<file path="config.mk">
export PLATFORM = sky130hd
export DESIGN_NAME = console_line_editing_buffer_unit
export DESIGN_NICKNAME = d
export VERILOG_FILES = /design/src/rtl/clbu_pkg.sv /design/src/rtl/clbu_ram.sv /design/src/rtl/console_line_editing_buffer_unit.sv
export VERILOG_INCLUDE_DIRS = /design/src /design/src/rtl
export SDC_FILE = /design/constraint.sdc
export NUM_CORES = 1
export LEC_CHECK = 0
export BUFFER_PORTS_ARGS = -buffer_cell sky130_fd_sc_hd__buf_2
export CORE_ASPECT_RATIO = 2
export CORE_MARGIN = 2
export CORE_UTILIZATION = 50
export CTS_BUF_LIST = sky130_fd_sc_hd__clkbuf_4
export DETAILED_ROUTE_END_ITERATION = 12
export HOLD_SLACK_MARGIN = 0.05
export PLACE_DENSITY = 0.78
export SLEW_MARGIN = 20
export SYNTH_ARGS = -nofsm -noshare
export SYNTH_HDL_FRONTEND = slang
export SYNTH_SLANG_ARGS = --single-unit
</file>
<file path="constraint.sdc">
create_clock -name aclk -period 4.7 [get_ports aclk]
set_input_delay 0.235 -clock aclk [delete_from_list [all_inputs] [get_ports aclk]]
set_output_delay 0.235 -clock aclk [all_outputs]
set_load 0.01 [all_outputs]
</file>
<file path="src/rtl/console_line_editing_buffer_unit_defines.svh">
// assertion macros shared by the line editor rtl
// no dependencies; included inside module bodies after the package import
`ifndef CONSOLE_LINE_EDITING_BUFFER_UNIT_DEFINES_SVH
`define CONSOLE_LINE_EDITING_BUFFER_UNIT_DEFINES_SVH

// same-cycle implication, checked out of reset
`define CLBU_ASSERT_NOW(label, clk, rstn, ante, cons) \
    label: assert property (@(posedge clk) disable iff (!(rstn)) (ante) |-> (cons)) \
        else $error("line editor check failed");

// next-cycle implication, checked out of reset
`define CLBU_ASSERT_NEXT(label, clk, rstn, ante, cons) \
    label: assert property (@(posedge clk) disable iff (!(rstn)) (ante) |=> (cons)) \
        else $error("line editor check failed");

`endif

</file>
<file path="src/rtl/clbu_pkg.sv">
// shared constants and types for the console line editor
// no dependencies
package clbu_pkg;

    localparam logic [7:0] CH_NUL   = 8'h00;
    localparam logic [7:0] CH_EOF   = 8'h04;
    localparam logic [7:0] CH_BS    = 8'h08;
    localparam logic [7:0] CH_NL    = 8'h0A;
    localparam logic [7:0] CH_CR    = 8'h0D;
    localparam logic [7:0] CH_PLIST = 8'h10;
    localparam logic [7:0] CH_KILL  = 8'h15;
    localparam logic [7:0] CH_DEL   = 8'h7F;

    typedef enum logic {
        REQ_CHAR = 1'b0,
        REQ_READ = 1'b1
    } req_type_t;

    typedef enum logic [2:0] {
        RS_NONE      = 3'd0,
        RS_BYTE      = 3'd1,
        RS_EMPTY     = 3'd2,
        RS_EOF_TAKEN = 3'd3,
        RS_EOF_KEPT  = 3'd4
    } rd_status_t;

endpackage

</file>
<file path="src/rtl/clbu_ram.sv">
// generic single-write, single-read ram with registered read data
// no dependencies
module clbu_ram #(
    parameter int WIDTH = 8,
    parameter int DEPTH = 128
) (
    input  logic                     aclk,
    input  logic                     wr_en,
    input  logic [$clog2(DEPTH)-1:0] wr_addr,
    input  logic [WIDTH-1:0]         wr_data,
    input  logic                     rd_en,
    input  logic [$clog2(DEPTH)-1:0] rd_addr,
    output logic [WIDTH-1:0]         rd_data
);

    logic [WIDTH-1:0] mem [DEPTH];
    logic [WIDTH-1:0] rd_data_reg;

    always_ff @(posedge aclk) begin
        if (wr_en) begin
            mem[wr_addr] <= wr_data;
        end
        if (rd_en) begin
            rd_data_reg <= mem[rd_addr];
        end
    end

    assign rd_data = rd_data_reg;

endmodule

</file>
<file path="src/rtl/console_line_editing_buffer_unit.sv">
// console line editor: ring buffer of typed bytes with read, commit and edit pointers
// uses clbu_pkg, clbu_ram and console_line_editing_buffer_unit_defines.svh
//
// input channel (s_): one request per handshake, either a received character
// (s_req_type 0, s_rx_char) or a reader asking for one byte (s_req_type 1,
// s_read_first set on the first byte of a read call).
// result channel (m_): exactly one result per request, in request order.
// an accepted request is held in the execute stage while the ring memory
// delivers the byte at the read pointer; once the output register is free its
// result is written there and m_valid is set. a new request is taken in the
// same cycle the previous one executes, so while results are taken the block
// sustains one request per cycle; the ring write of a character and the byte
// read of the following request are bypassed when they hit the same entry.
// while m_valid is high and m_ready low a request in the execute stage is held
// and s_ready drops until the result is taken; an empty execute stage still accepts.
// reset clears the three pointers and the execute and output valid flags; ring contents are left
// as they are and no clearing pass is needed.
module console_line_editing_buffer_unit #(
    parameter int BUFFER_DEPTH = 128
) (
    input  logic       aclk,
    input  logic       aresetn,
    input  logic       s_valid,
    output logic       s_ready,
    input  logic       s_req_type,
    input  logic [7:0] s_rx_char,
    input  logic       s_read_first,
    output logic       m_valid,
    input  logic       m_ready,
    output logic       m_echo_valid,
    output logic [7:0] m_echo_char,
    output logic [7:0] m_erase_count,
    output logic       m_line_commit,
    output logic       m_process_list_request,
    output logic [2:0] m_read_status,
    output logic [7:0] m_read_byte,
    output logic       m_read_line_end
);
    import clbu_pkg::*;
    `include "console_line_editing_buffer_unit_defines.svh"

    localparam int PW = $clog2(2 * BUFFER_DEPTH);
    localparam int IW = $clog2(BUFFER_DEPTH);
    localparam logic [PW:0]   PTR_MOD  = (PW + 1)'(2 * BUFFER_DEPTH);
    localparam logic [PW:0]   DEPTH_W  = (PW + 1)'(BUFFER_DEPTH);
    localparam logic [PW:0]   DEPTH_M1 = (PW + 1)'(BUFFER_DEPTH - 1);
    localparam logic [PW-1:0] PTR_MAX  = PW'(2 * BUFFER_DEPTH - 1);
    localparam logic [PW-1:0] DEPTH_P  = PW'(BUFFER_DEPTH);

    function automatic logic [PW-1:0] ptr_inc(input logic [PW-1:0] p);
        return (p == PTR_MAX) ? '0 : p + PW'(1);
    endfunction

    function automatic logic [PW-1:0] ptr_dec(input logic [PW-1:0] p);
        return (p == '0) ? PTR_MAX : p - PW'(1);
    endfunction

    function automatic logic [PW:0] ptr_dist(input logic [PW-1:0] a, input logic [PW-1:0] b);
        logic [PW:0] aw;
        logic [PW:0] bw;
        aw = {1'b0, a};
        bw = {1'b0, b};
        return (aw >= bw) ? aw - bw : aw + PTR_MOD - bw;
    endfunction

    function automatic logic [IW-1:0] ptr_idx(input logic [PW-1:0] p);
        logic [PW-1:0] q;
        q = (p >= DEPTH_P) ? p - DEPTH_P : p;
        return q[IW-1:0];
    endfunction

    function automatic logic [7:0] low_byte(input logic [PW:0] d);
        logic [PW+8:0] w;
        w = (PW + 9)'(d);
        return w[7:0];
    endfunction

    // pointers
    logic [PW-1:0] rp_reg, rp_next;
    logic [PW-1:0] cp_reg, cp_next;
    logic [PW-1:0] ep_reg, ep_next;

    // execute stage
    logic       a_valid_reg, a_valid_next;
    req_type_t  a_type_reg;
    logic [7:0] a_char_reg;
    logic       a_first_reg;
    logic       fwd_hit_reg;
    logic [7:0] fwd_data_reg;

    // output register
    logic       m_valid_reg, m_valid_next;
    logic       o_echo_valid_reg, o_echo_valid_next;
    logic [7:0] o_echo_char_reg, o_echo_char_next;
    logic [7:0] o_erase_reg, o_erase_next;
    logic       o_commit_reg, o_commit_next;
    logic       o_plist_reg, o_plist_next;
    rd_status_t o_status_reg, o_status_next;
    logic [7:0] o_byte_reg, o_byte_next;
    logic       o_line_end_reg, o_line_end_next;

    logic          a_go;
    logic          s_fire;
    logic          wr_en;
    logic [IW-1:0] wr_addr;
    logic [7:0]    wr_data;
    logic [IW-1:0] rd_addr;
    logic [7:0]    ram_rdata;
    logic [7:0]    rd_byte;
    logic [7:0]    cc;
    logic [PW:0]   dist_er;

    assign a_go    = a_valid_reg && (!m_valid_reg || m_ready);
    assign s_ready = !a_valid_reg || a_go;
    assign s_fire  = s_valid && s_ready;
    assign rd_byte = fwd_hit_reg ? fwd_data_reg : ram_rdata;
    assign dist_er = ptr_dist(ep_reg, rp_reg);
    // read address follows the pointer as it leaves the executing request
    assign rd_addr = ptr_idx(rp_next);

    always_comb begin
        rp_next           = rp_reg;
        cp_next           = cp_reg;
        ep_next           = ep_reg;
        wr_en             = 1'b0;
        wr_addr           = ptr_idx(ep_reg);
        cc                = (a_char_reg == CH_CR) ? CH_NL : a_char_reg;
        wr_data           = cc;
        o_echo_valid_next = 1'b0;
        o_echo_char_next  = '0;
        o_erase_next      = '0;
        o_commit_next     = 1'b0;
        o_plist_next      = 1'b0;
        o_status_next     = RS_NONE;
        o_byte_next       = '0;
        o_line_end_next   = 1'b0;
        if (a_go) begin
            if (a_type_reg == REQ_CHAR) begin
                case (a_char_reg)
                    CH_PLIST: begin
                        o_plist_next = 1'b1;
                    end
                    CH_KILL: begin
                        o_erase_next = low_byte(ptr_dist(ep_reg, cp_reg));
                        ep_next      = cp_reg;
                    end
                    CH_BS, CH_DEL: begin
                        if (ep_reg != cp_reg) begin
                            ep_next      = ptr_dec(ep_reg);
                            o_erase_next = 8'd1;
                        end
                    end
                    default: begin
                        if (a_char_reg != CH_NUL && dist_er < DEPTH_W) begin
                            o_echo_valid_next = 1'b1;
                            o_echo_char_next  = cc;
                            wr_en             = 1'b1;
                            ep_next           = ptr_inc(ep_reg);
                            // commit on newline, end-of-file or when the ring fills
                            if (cc == CH_NL || cc == CH_EOF || dist_er == DEPTH_M1) begin
                                cp_next       = ptr_inc(ep_reg);
                                o_commit_next = 1'b1;
                            end
                        end
                    end
                endcase
            end else begin
                if (rp_reg == cp_reg) begin
                    o_status_next = RS_EMPTY;
                end else if (rd_byte == CH_EOF) begin
                    if (a_first_reg) begin
                        rp_next       = ptr_inc(rp_reg);
                        o_status_next = RS_EOF_TAKEN;
                    end else begin
                        o_status_next = RS_EOF_KEPT;
                    end
                end else begin
                    rp_next         = ptr_inc(rp_reg);
                    o_status_next   = RS_BYTE;
                    o_byte_next     = rd_byte;
                    o_line_end_next = (rd_byte == CH_NL);
                end
            end
        end
    end

    always_comb begin
        a_valid_next = a_valid_reg;
        if (s_fire) begin
            a_valid_next = 1'b1;
        end else if (a_go) begin
            a_valid_next = 1'b0;
        end
        m_valid_next = m_valid_reg;
        if (a_go) begin
            m_valid_next = 1'b1;
        end else if (m_ready) begin
            m_valid_next = 1'b0;
        end
    end

    always_ff @(posedge aclk) begin
        if (!aresetn) begin
            rp_reg      <= '0;
            cp_reg      <= '0;
            ep_reg      <= '0;
            a_valid_reg <= 1'b0;
            m_valid_reg <= 1'b0;
        end else begin
            rp_reg      <= rp_next;
            cp_reg      <= cp_next;
            ep_reg      <= ep_next;
            a_valid_reg <= a_valid_next;
            m_valid_reg <= m_valid_next;
        end
    end

    always_ff @(posedge aclk) begin
        if (s_fire) begin
            a_type_reg   <= req_type_t'(s_req_type);
            a_char_reg   <= s_rx_char;
            a_first_reg  <= s_read_first;
            fwd_hit_reg  <= wr_en && (wr_addr == rd_addr);
            fwd_data_reg <= wr_data;
        end
        if (a_go) begin
            o_echo_valid_reg <= o_echo_valid_next;
            o_echo_char_reg  <= o_echo_char_next;
            o_erase_reg      <= o_erase_next;
            o_commit_reg     <= o_commit_next;
            o_plist_reg      <= o_plist_next;
            o_status_reg     <= o_status_next;
            o_byte_reg       <= o_byte_next;
            o_line_end_reg   <= o_line_end_next;
        end
    end

    clbu_ram #(
        .WIDTH (8),
        .DEPTH (BUFFER_DEPTH)
    ) u_line_store (
        .aclk    (aclk),
        .wr_en   (wr_en),
        .wr_addr (wr_addr),
        .wr_data (wr_data),
        .rd_en   (s_fire),
        .rd_addr (rd_addr),
        .rd_data (ram_rdata)
    );

    assign m_valid                = m_valid_reg;
    assign m_echo_valid           = o_echo_valid_reg;
    assign m_echo_char            = o_echo_char_reg;
    assign m_erase_count          = o_erase_reg;
    assign m_line_commit          = o_commit_reg;
    assign m_process_list_request = o_plist_reg;
    assign m_read_status          = o_status_reg;
    assign m_read_byte            = o_byte_reg;
    assign m_read_line_end        = o_line_end_reg;

    `CLBU_ASSERT_NOW(a_ring_bound, aclk, aresetn, 1'b1, dist_er <= DEPTH_W)
    `CLBU_ASSERT_NOW(a_commit_order, aclk, aresetn, 1'b1,
        ptr_dist(cp_reg, rp_reg) <= dist_er)
    `CLBU_ASSERT_NEXT(a_commit_catches_up, aclk, aresetn, a_go && o_commit_next,
        cp_reg == ep_reg)
    `CLBU_ASSERT_NEXT(a_read_advances, aclk, aresetn,
        a_go && (o_status_next == RS_BYTE || o_status_next == RS_EOF_TAKEN),
        rp_reg != $past(rp_reg))

endmodule

</file>
# Word-level counts from Yosys, hierarchy flattened
# Memory sizes are Yosys's and may differ from the RTL's. A register that Yosys moved wholly into a read port is not among the register bits.
# Cells that the tools add are included.
word_totals:
  out_inout_bits: 33
  inputBits: 14
  elab_cells: 114
  n_memories: 1
  ramBits: 1024
  register_bits: 76
mem_list:
  columns: ["memory", "depth", "word_bits", "rd", "rd_clocked_by_memory_dff", "wr", "line_no", "rtl"]
  rows:
  - ["u_line_store.mem", 128, 8, 1, 1, 1, "clbu_ram.sv:16", "logic [WIDTH-1:0] mem [DEPTH];"]
op_classes:
  add_sub_neg: 10
  bitwise_logic: 5
  mux: 34
  n_lt_le_gt_ge: 5
  reduce_logical: 23
  eq_ne: 16
ops:
  columns: ["cell", "n"]
  rows:
  - ["$mux 8", 13]
  - ["$eq 8x4->1 const B", 4]
  - ["$pmux 8 s3", 1]
  - ["$add 8x1->8 const B", 2]
  - ["$eq 8x3->1 const B", 2]
  - ["$eq 8x5->1 const B", 2]
  - ["$eq 8x8->1 const B", 2]
  - ["$ge 8x8->1", 2]
  - ["$ge 8x8->1 const B", 2]
  - ["$pmux 8 s2", 1]
  - ["$sub 8x8->8", 2]
  - ["$mux 7", 2]
  - ["$sub 7x1->7 const B", 2]
  - ["$mux 1", 13]
  - ["$reduce_and 5->1", 2]
  - ["$add 8x9->9 const B", 1]
  - ["$eq 9x7->1 const B", 1]
  - ["$lt 9x8->1 const B", 1]
  - ["$mux 9", 1]
  - ["$sub 8x8->9", 1]
  - ["$sub 9x8->9", 1]
  - ["$eq 8x7->1 const B", 1]
  - ["$eq 8x8->1", 1]
  - ["$logic_not 8->1", 1]
  - ["17 further kinds", 32]

# Depth between registers and ports, before layout
depth:
  word_depth: 11
  depth_mapped: 16
  mapped_depth_nobuf: 13

# Cells and area by module
# From an unflattened synthesis, not the netlist that was laid out.
unflattened:
  cells_unflattened: 2132
  hier_area_um2: 44552.7
by_module_without_submodules:
  columns: ["module", "area_each_um2", "n_inst", "seq_area_each_um2", "cells_per_inst"]
  rows:
  - ["clbu_ram", 39745.6, 1, 30989.7, 1635]
  - ["console_line_editing_buffer_unit", 4807.1, 1, 2021.9, 497]

# Least setup slack after synthesis
# No wires, ideal clock.
synth_path:
  kind: "register to register"
  from: "reg a_char_reg[2]"
  to: "reg fwd_data_reg[0] (data pin)"
  synth_period_minus_slack_ns: 4.856
  path_buffers: 0
  slack_ns: -0.156
  required_ns: 3.860
  stages_incl_launch_ff: 5
  arrival_ns: 4.016
  setup_ns: 0.840
  cell_sequence: "edfxtp_1 nand2_1 nor3b_1 and2_1 nor2b_1"
synth_between:
  elab_chain_cells: 2
synth_lines:
  columns: ["element", "line_no", "rtl"]
  rows:
  - ["start, declared", "console_line_editing_buffer_unit.sv:86", "logic [7:0] a_char_reg;"]
  - ["start signal, assigned", "console_line_editing_buffer_unit.sv:221", "a_char_reg <= s_rx_char;"]
  - ["$eq 8x4->1", "console_line_editing_buffer_unit.sv:127", "cc = (a_char_reg == CH_CR) ? CH_NL : a_char_reg;"]
  - ["$mux 8", "console_line_editing_buffer_unit.sv:127", null]
  - ["net cc[0]", "console_line_editing_buffer_unit.sv:110", "logic [7:0] cc;"]
  - ["end signal, assigned", "console_line_editing_buffer_unit.sv:224", "fwd_data_reg <= wr_data;"]
  - ["end, declared", "console_line_editing_buffer_unit.sv:89", "logic [7:0] fwd_data_reg;"]
# The timed path passes the listed nets, and every way through them passes these cells.
# A chain may end at the register's enable or synchronous reset.

# Worst setup path in the final report
layout_path:
  from: "reg fwd_hit_reg"
  to: "reg u_line_store.rd_data_reg[7], in the netlist u_line_store.rd_data[7] (read register of u_line_store.mem) (data pin)"
layout_between:
  elab_chain_cells: 8
  word_cells_on_any_way: 9
  cone_classes: "add/sub: 1; order compare: 1; eq/ne: 1; mux: 6"
layout_lines:
  columns: ["element", "line_no", "rtl"]
  rows:
  - ["start, declared", "console_line_editing_buffer_unit.sv:88", "logic fwd_hit_reg;"]
  - ["start signal, assigned", "console_line_editing_buffer_unit.sv:223", "fwd_hit_reg <= wr_en && (wr_addr == rd_addr);"]
  - ["$mux 8 (*)", "console_line_editing_buffer_unit.sv:116", "assign rd_byte = fwd_hit_reg ? fwd_data_reg : ram_rdata;"]
  - ["$eq 8x3->1 (*)", "console_line_editing_buffer_unit.sv:170", "end else if (rd_byte == CH_EOF) begin"]
  - ["$mux 8 (*)", "console_line_editing_buffer_unit.sv:170", null]
  - ["$mux 8 (*)", "console_line_editing_buffer_unit.sv:168", "if (rp_reg == cp_reg) begin"]
  - ["$mux 8 (*)", "console_line_editing_buffer_unit.sv:138", "if (a_type_reg == REQ_CHAR) begin"]
  - ["$mux 8 (*)", "console_line_editing_buffer_unit.sv:137", "if (a_go) begin"]
  - ["$sub 7x1->7 / $ge 8x8->1 (equally long branches)", "console_line_editing_buffer_unit.sv:68", "q = (p >= DEPTH_P) ? p - DEPTH_P : p;"]
  - ["$mux 7 (*)", "console_line_editing_buffer_unit.sv:68", null]
  - ["end, declared", "clbu_ram.sv:17", "logic [WIDTH-1:0] rd_data_reg;"]
# Every way passes the cells marked *; elsewhere a longest branch is shown, timed or not.

==> tab_implementation.tex <==
\begin{tabular}{lr}
\hline
Metric & Value \\
\hline
\multicolumn{2}{l}{\textbf{GRT}} \\
First-pass GRT wire length & 175200 um \\
Maximum number of pins on one net before global-route repair & 131 \\
Vias in the first global route & 27934 \\
Antenna violations before repair & 1 \\
Remaining Overflow, GRT & 0 \\
GRT Overall Usage & 25.37\% \\
\multicolumn{2}{l}{\textbf{Critical path}} \\
Launching element type of the critical path & flip-flop \\
Reg-to-reg startpoint & fwd\_hit\_reg \\
Critical path fanouts, max & 33 \\
Launching element of the worst setup path & fwd\_hit\_reg \\
Data required, critical path & 5.62 ns \\
Crit path kind & flip-flop to flip-flop \\
R2r setup slk & 0.28 ns \\
Worst EP arrival & 5.33 ns \\
Critical path endpoint category & flip-flop \\
\multicolumn{2}{l}{\textbf{Route}} \\
DRC & 0 \\
Average wire per cell in the routed design & 25.82 um \\
Number of nets with antenna violations after detailed routing & 0 \\
Mean number of vias per cell & 6.240 \\
Detailed-routing iteration count for the pre-antenna-repair pass & 8 \\
Post-Route WL & 117900 um \\
Detailed-route via count & 28503 \\
Count of routing violations after the opening detailed-route iteration & 3911 \\
\multicolumn{2}{l}{\textbf{STA}} \\
Final critical-path share of the clock period & 93.96\% \\
Transition at the pin with the smallest max-transition slack & 1.122 ns \\
Setup violators final & 0 \\
Clock period minus final worst setup slack & 4.416 ns \\
WHS & 0.3843 ns \\
Setup repair after global routing missed its margin & false \\
FMAX & 226.4 MHz \\
Count of final max-slew check failures & 0 \\
Worst slew margin relative to its limit & 25.17\% \\
Setup clock skew after layout & 0.06990 ns \\
Total count of hold-check failures in the final report & 0 \\
\multicolumn{2}{l}{\textbf{Cells and area}} \\
Top register by number of flip-flops & u\_line\_store.mem \\
Nets@finish & 3237 \\
Ratio of cells with drive above 1 in the final layout & 19.66\% \\
Synthesis-to-layout area growth & 11.65\% \\
Number of flip-flops under the largest register name & 1024 \\
Final Instance Count excl. Fillers & 4568 \\
\multicolumn{2}{l}{\textbf{Placement}} \\
Count of input and output buffers & 46 \\
DP Wirelength & 72160 um \\
Placed insts & 4121 \\
Placer Congestion & 0.9618 \\
\multicolumn{2}{l}{\textbf{Synth}} \\
Average size of a mapped cell & 15.33 sq um \\
Yosys warning count & 0 \\
Top cell type by total area after synthesis & edfxtp\_1 \\
Part of the Yosys area used for sequential elements & 72.97\% \\
Syn Inst Count & 2951 \\
Proportion of netlist area held by the largest area contributor & 71.82\% \\
Number of synthesized flops with an enable pin & 1082 \\
Distinct cell type count of the synthesized netlist & 72 \\
Synth Flop Type & edfxtp\_1 \\
Cell area after synthesis & 0.04524 sq mm \\
Synth async-reset ratio & 0\% \\
Top area cells in the synthesized netlist & edfxtp\_1 72\%, mux4\_2 5.0\%, nand2\_1 3.4\%, a211oi\_1 2.1\%, mux2i\_1 1.9\% \\
FF+latch count, synth & 1108 \\
Number of nets produced by synthesis & 2986 \\
\multicolumn{2}{l}{\textbf{Clock tree}} \\
Clock buffer depth & 3 \\
Skew-Pair Late Insertion Delay & 1.12 ns \\
Post-CTS Setup Inserts & 0 \\
Clock slew at the register clock pins of the worst setup and hold paths & 0.07 ns \\
Total CTS buffers & 234 \\
CTS root buffer & clkbuf\_4 \\
Maximum level of the CTS H-tree & 4 \\
Count of hold-fix buffers inserted at cts & 30 \\
CTS tree & done \\
CTS resizes & 0 \\
CTS sink cnt & 1108 \\
\multicolumn{2}{l}{\textbf{Pwr}} \\
Static leakage & 0.01660 uW \\
Worst-case vdd ir drop & 288.0 uV \\
Pwr dens & 363.4 mW/mm\^{}2 \\
\multicolumn{2}{l}{\textbf{Floorplanning}} \\
DIE AREA & 0.09305 sq mm \\
Width of the die & 216.7 um \\
Die height & 429.4 um \\
Num ports & 47 \\
Cell row count & 156 \\
Core box area & 0.08998 sq mm \\
Starting density of the core & 50.28\% \\
\multicolumn{2}{l}{\textbf{Run}} \\
Max-cap check violation count & 0 \\
\multicolumn{2}{l}{\textbf{Status}} \\
Result of the run & finished, final reports clean \\
\multicolumn{2}{l}{\textbf{Worst hold path}} \\
Launch instance of the worst min-delay path & s\_rx\_char[6] \\
Path class of the lowest-slack min-delay path & input port to flip-flop \\
\hline
\end{tabular}
[Yosys cell counts (8+ instances only)]
library cell  number
nand4_1           31
o22ai_1           31
and3_1           130
a311o_1           26
o2111ai_1         14
mux4_2           101
inv_1             22
buf_2             62
a22oi_1           16
a21oi_1           45
buf_1             17
nor3_1            17
ha_1              19
nand2_1          404
nor4_1             8
clkbuf_1          97
a31oi_1           65
nand3_1           88
dfxtp_1           26
xnor2_1           31
o31a_1             9
or4_1              9
mux2i_1           85
o21ai_0           29
nor2b_1           12
o31ai_1            8
edfxtp_1        1082
a211oi_1         124
a21o_1             9
nor2_1           201
a32oi_1           17
and2_1            17
[final cells by class]
| cell class | count | area (sq um) |
|---|---|---|
| antenna | 1 | 2.502 |
| clock inverter | 87 | 427.9 |
| sequential | 1108 | 33010 |
| timing repair buffer | 202 | 1655 |
| tap | 1185 | 1483 |
| inverter | 24 | 90.09 |
| clock buffer | 329 | 2470 |
| fill | 6811 | 39470 |
| multi-input combinational | 1632 | 11370 |
[path summary, 6_finish.rpt]
check             cells after the start                       to
hold reg to reg                       2                cp_reg[1]
setup reg to reg                     12  u_line_store.rd_data[7]
hold / removal                        3            a_char_reg[6]
setup / recovery                     12  u_line_store.rd_data[7]
[report_power, final]
| group | internal [uW] | switching, uW |
|---|---|---|
| Clock | 3310 | 3620 |
| Sequential | 10900 | 32.9 |
| Combinational | 141 | 380 |
[routing by layer]
layer | track usage (%) | vias to the layer above | wire (um)
li1 | - | 12208 | -
met1 | 33.19 | 14014 | 43300
met2 | 39.39 | 1931 | 55710
met3 | 5.590 | 348 | 12280
met4 | 14.30 | 2 | 6616
met5 | 0.2646 | - | 31
[through the flow]
stage          util [%]  total power (uW)  cell area [sq um]  setup TNS, ns  setup WS (ns)
2_1_floorplan         -             11410              45240         -40.28        -0.1561
5_1_grt           56.13             18910              50510              0         0.1224
4_1_cts           56.12             18420              50500              0         0.3639
3_3_place_gp      52.57             11600              47300              0         0.4057
3_5_place_dp      52.57             11610              47300              0         0.4051
6_report          56.13             18360              50510              0         0.2838
[cell usage in the layout (no fill, tap or decap), drive strengths merged, types with 45 or more instances in the layout]
master	Yosys	layout
nor2	201	201
a21oi	45	45
a211oi	125	125
nand2	404	404
a31oi	65	65
nand3	88	88
buf	90	172
edfxtp	1082	1082
mux2i	85	85
clkinv	2	78
mux4	101	101
clkbuf	97	329
and3	130	130
[critical path, stage by stage, from the launching register on]
cell and delay [ns]:
edfxtp_1 0.35, buf_4 0.21, nor3_1 0.09, and4_4 0.19
o21a_1 0.31, or4_4 0.62, nand2_4 0.37, buf_4 0.42
a211oi_1 0.08, o21ai_0 0.30, o21ai_0 0.21, or4_1 0.69
nor4_2 0.33
[kinds of logic (layout without fill, tap and decap cells)]
logic type,Yosys count,count (layout),synth area share [%]
other,0,1,0
adders and majority gates,21,21,0.6140
xor gates and xnor gates,37,37,0.7163
muxes,189,189,6.983
DFF,1108,1108,72.97
buffers and inverters,211,642,2.088
AOI/OAI and AO/OA,436,436,6.931
and+or+nand+nor,949,949,9.697
Power figures use the tool's default switching activity.
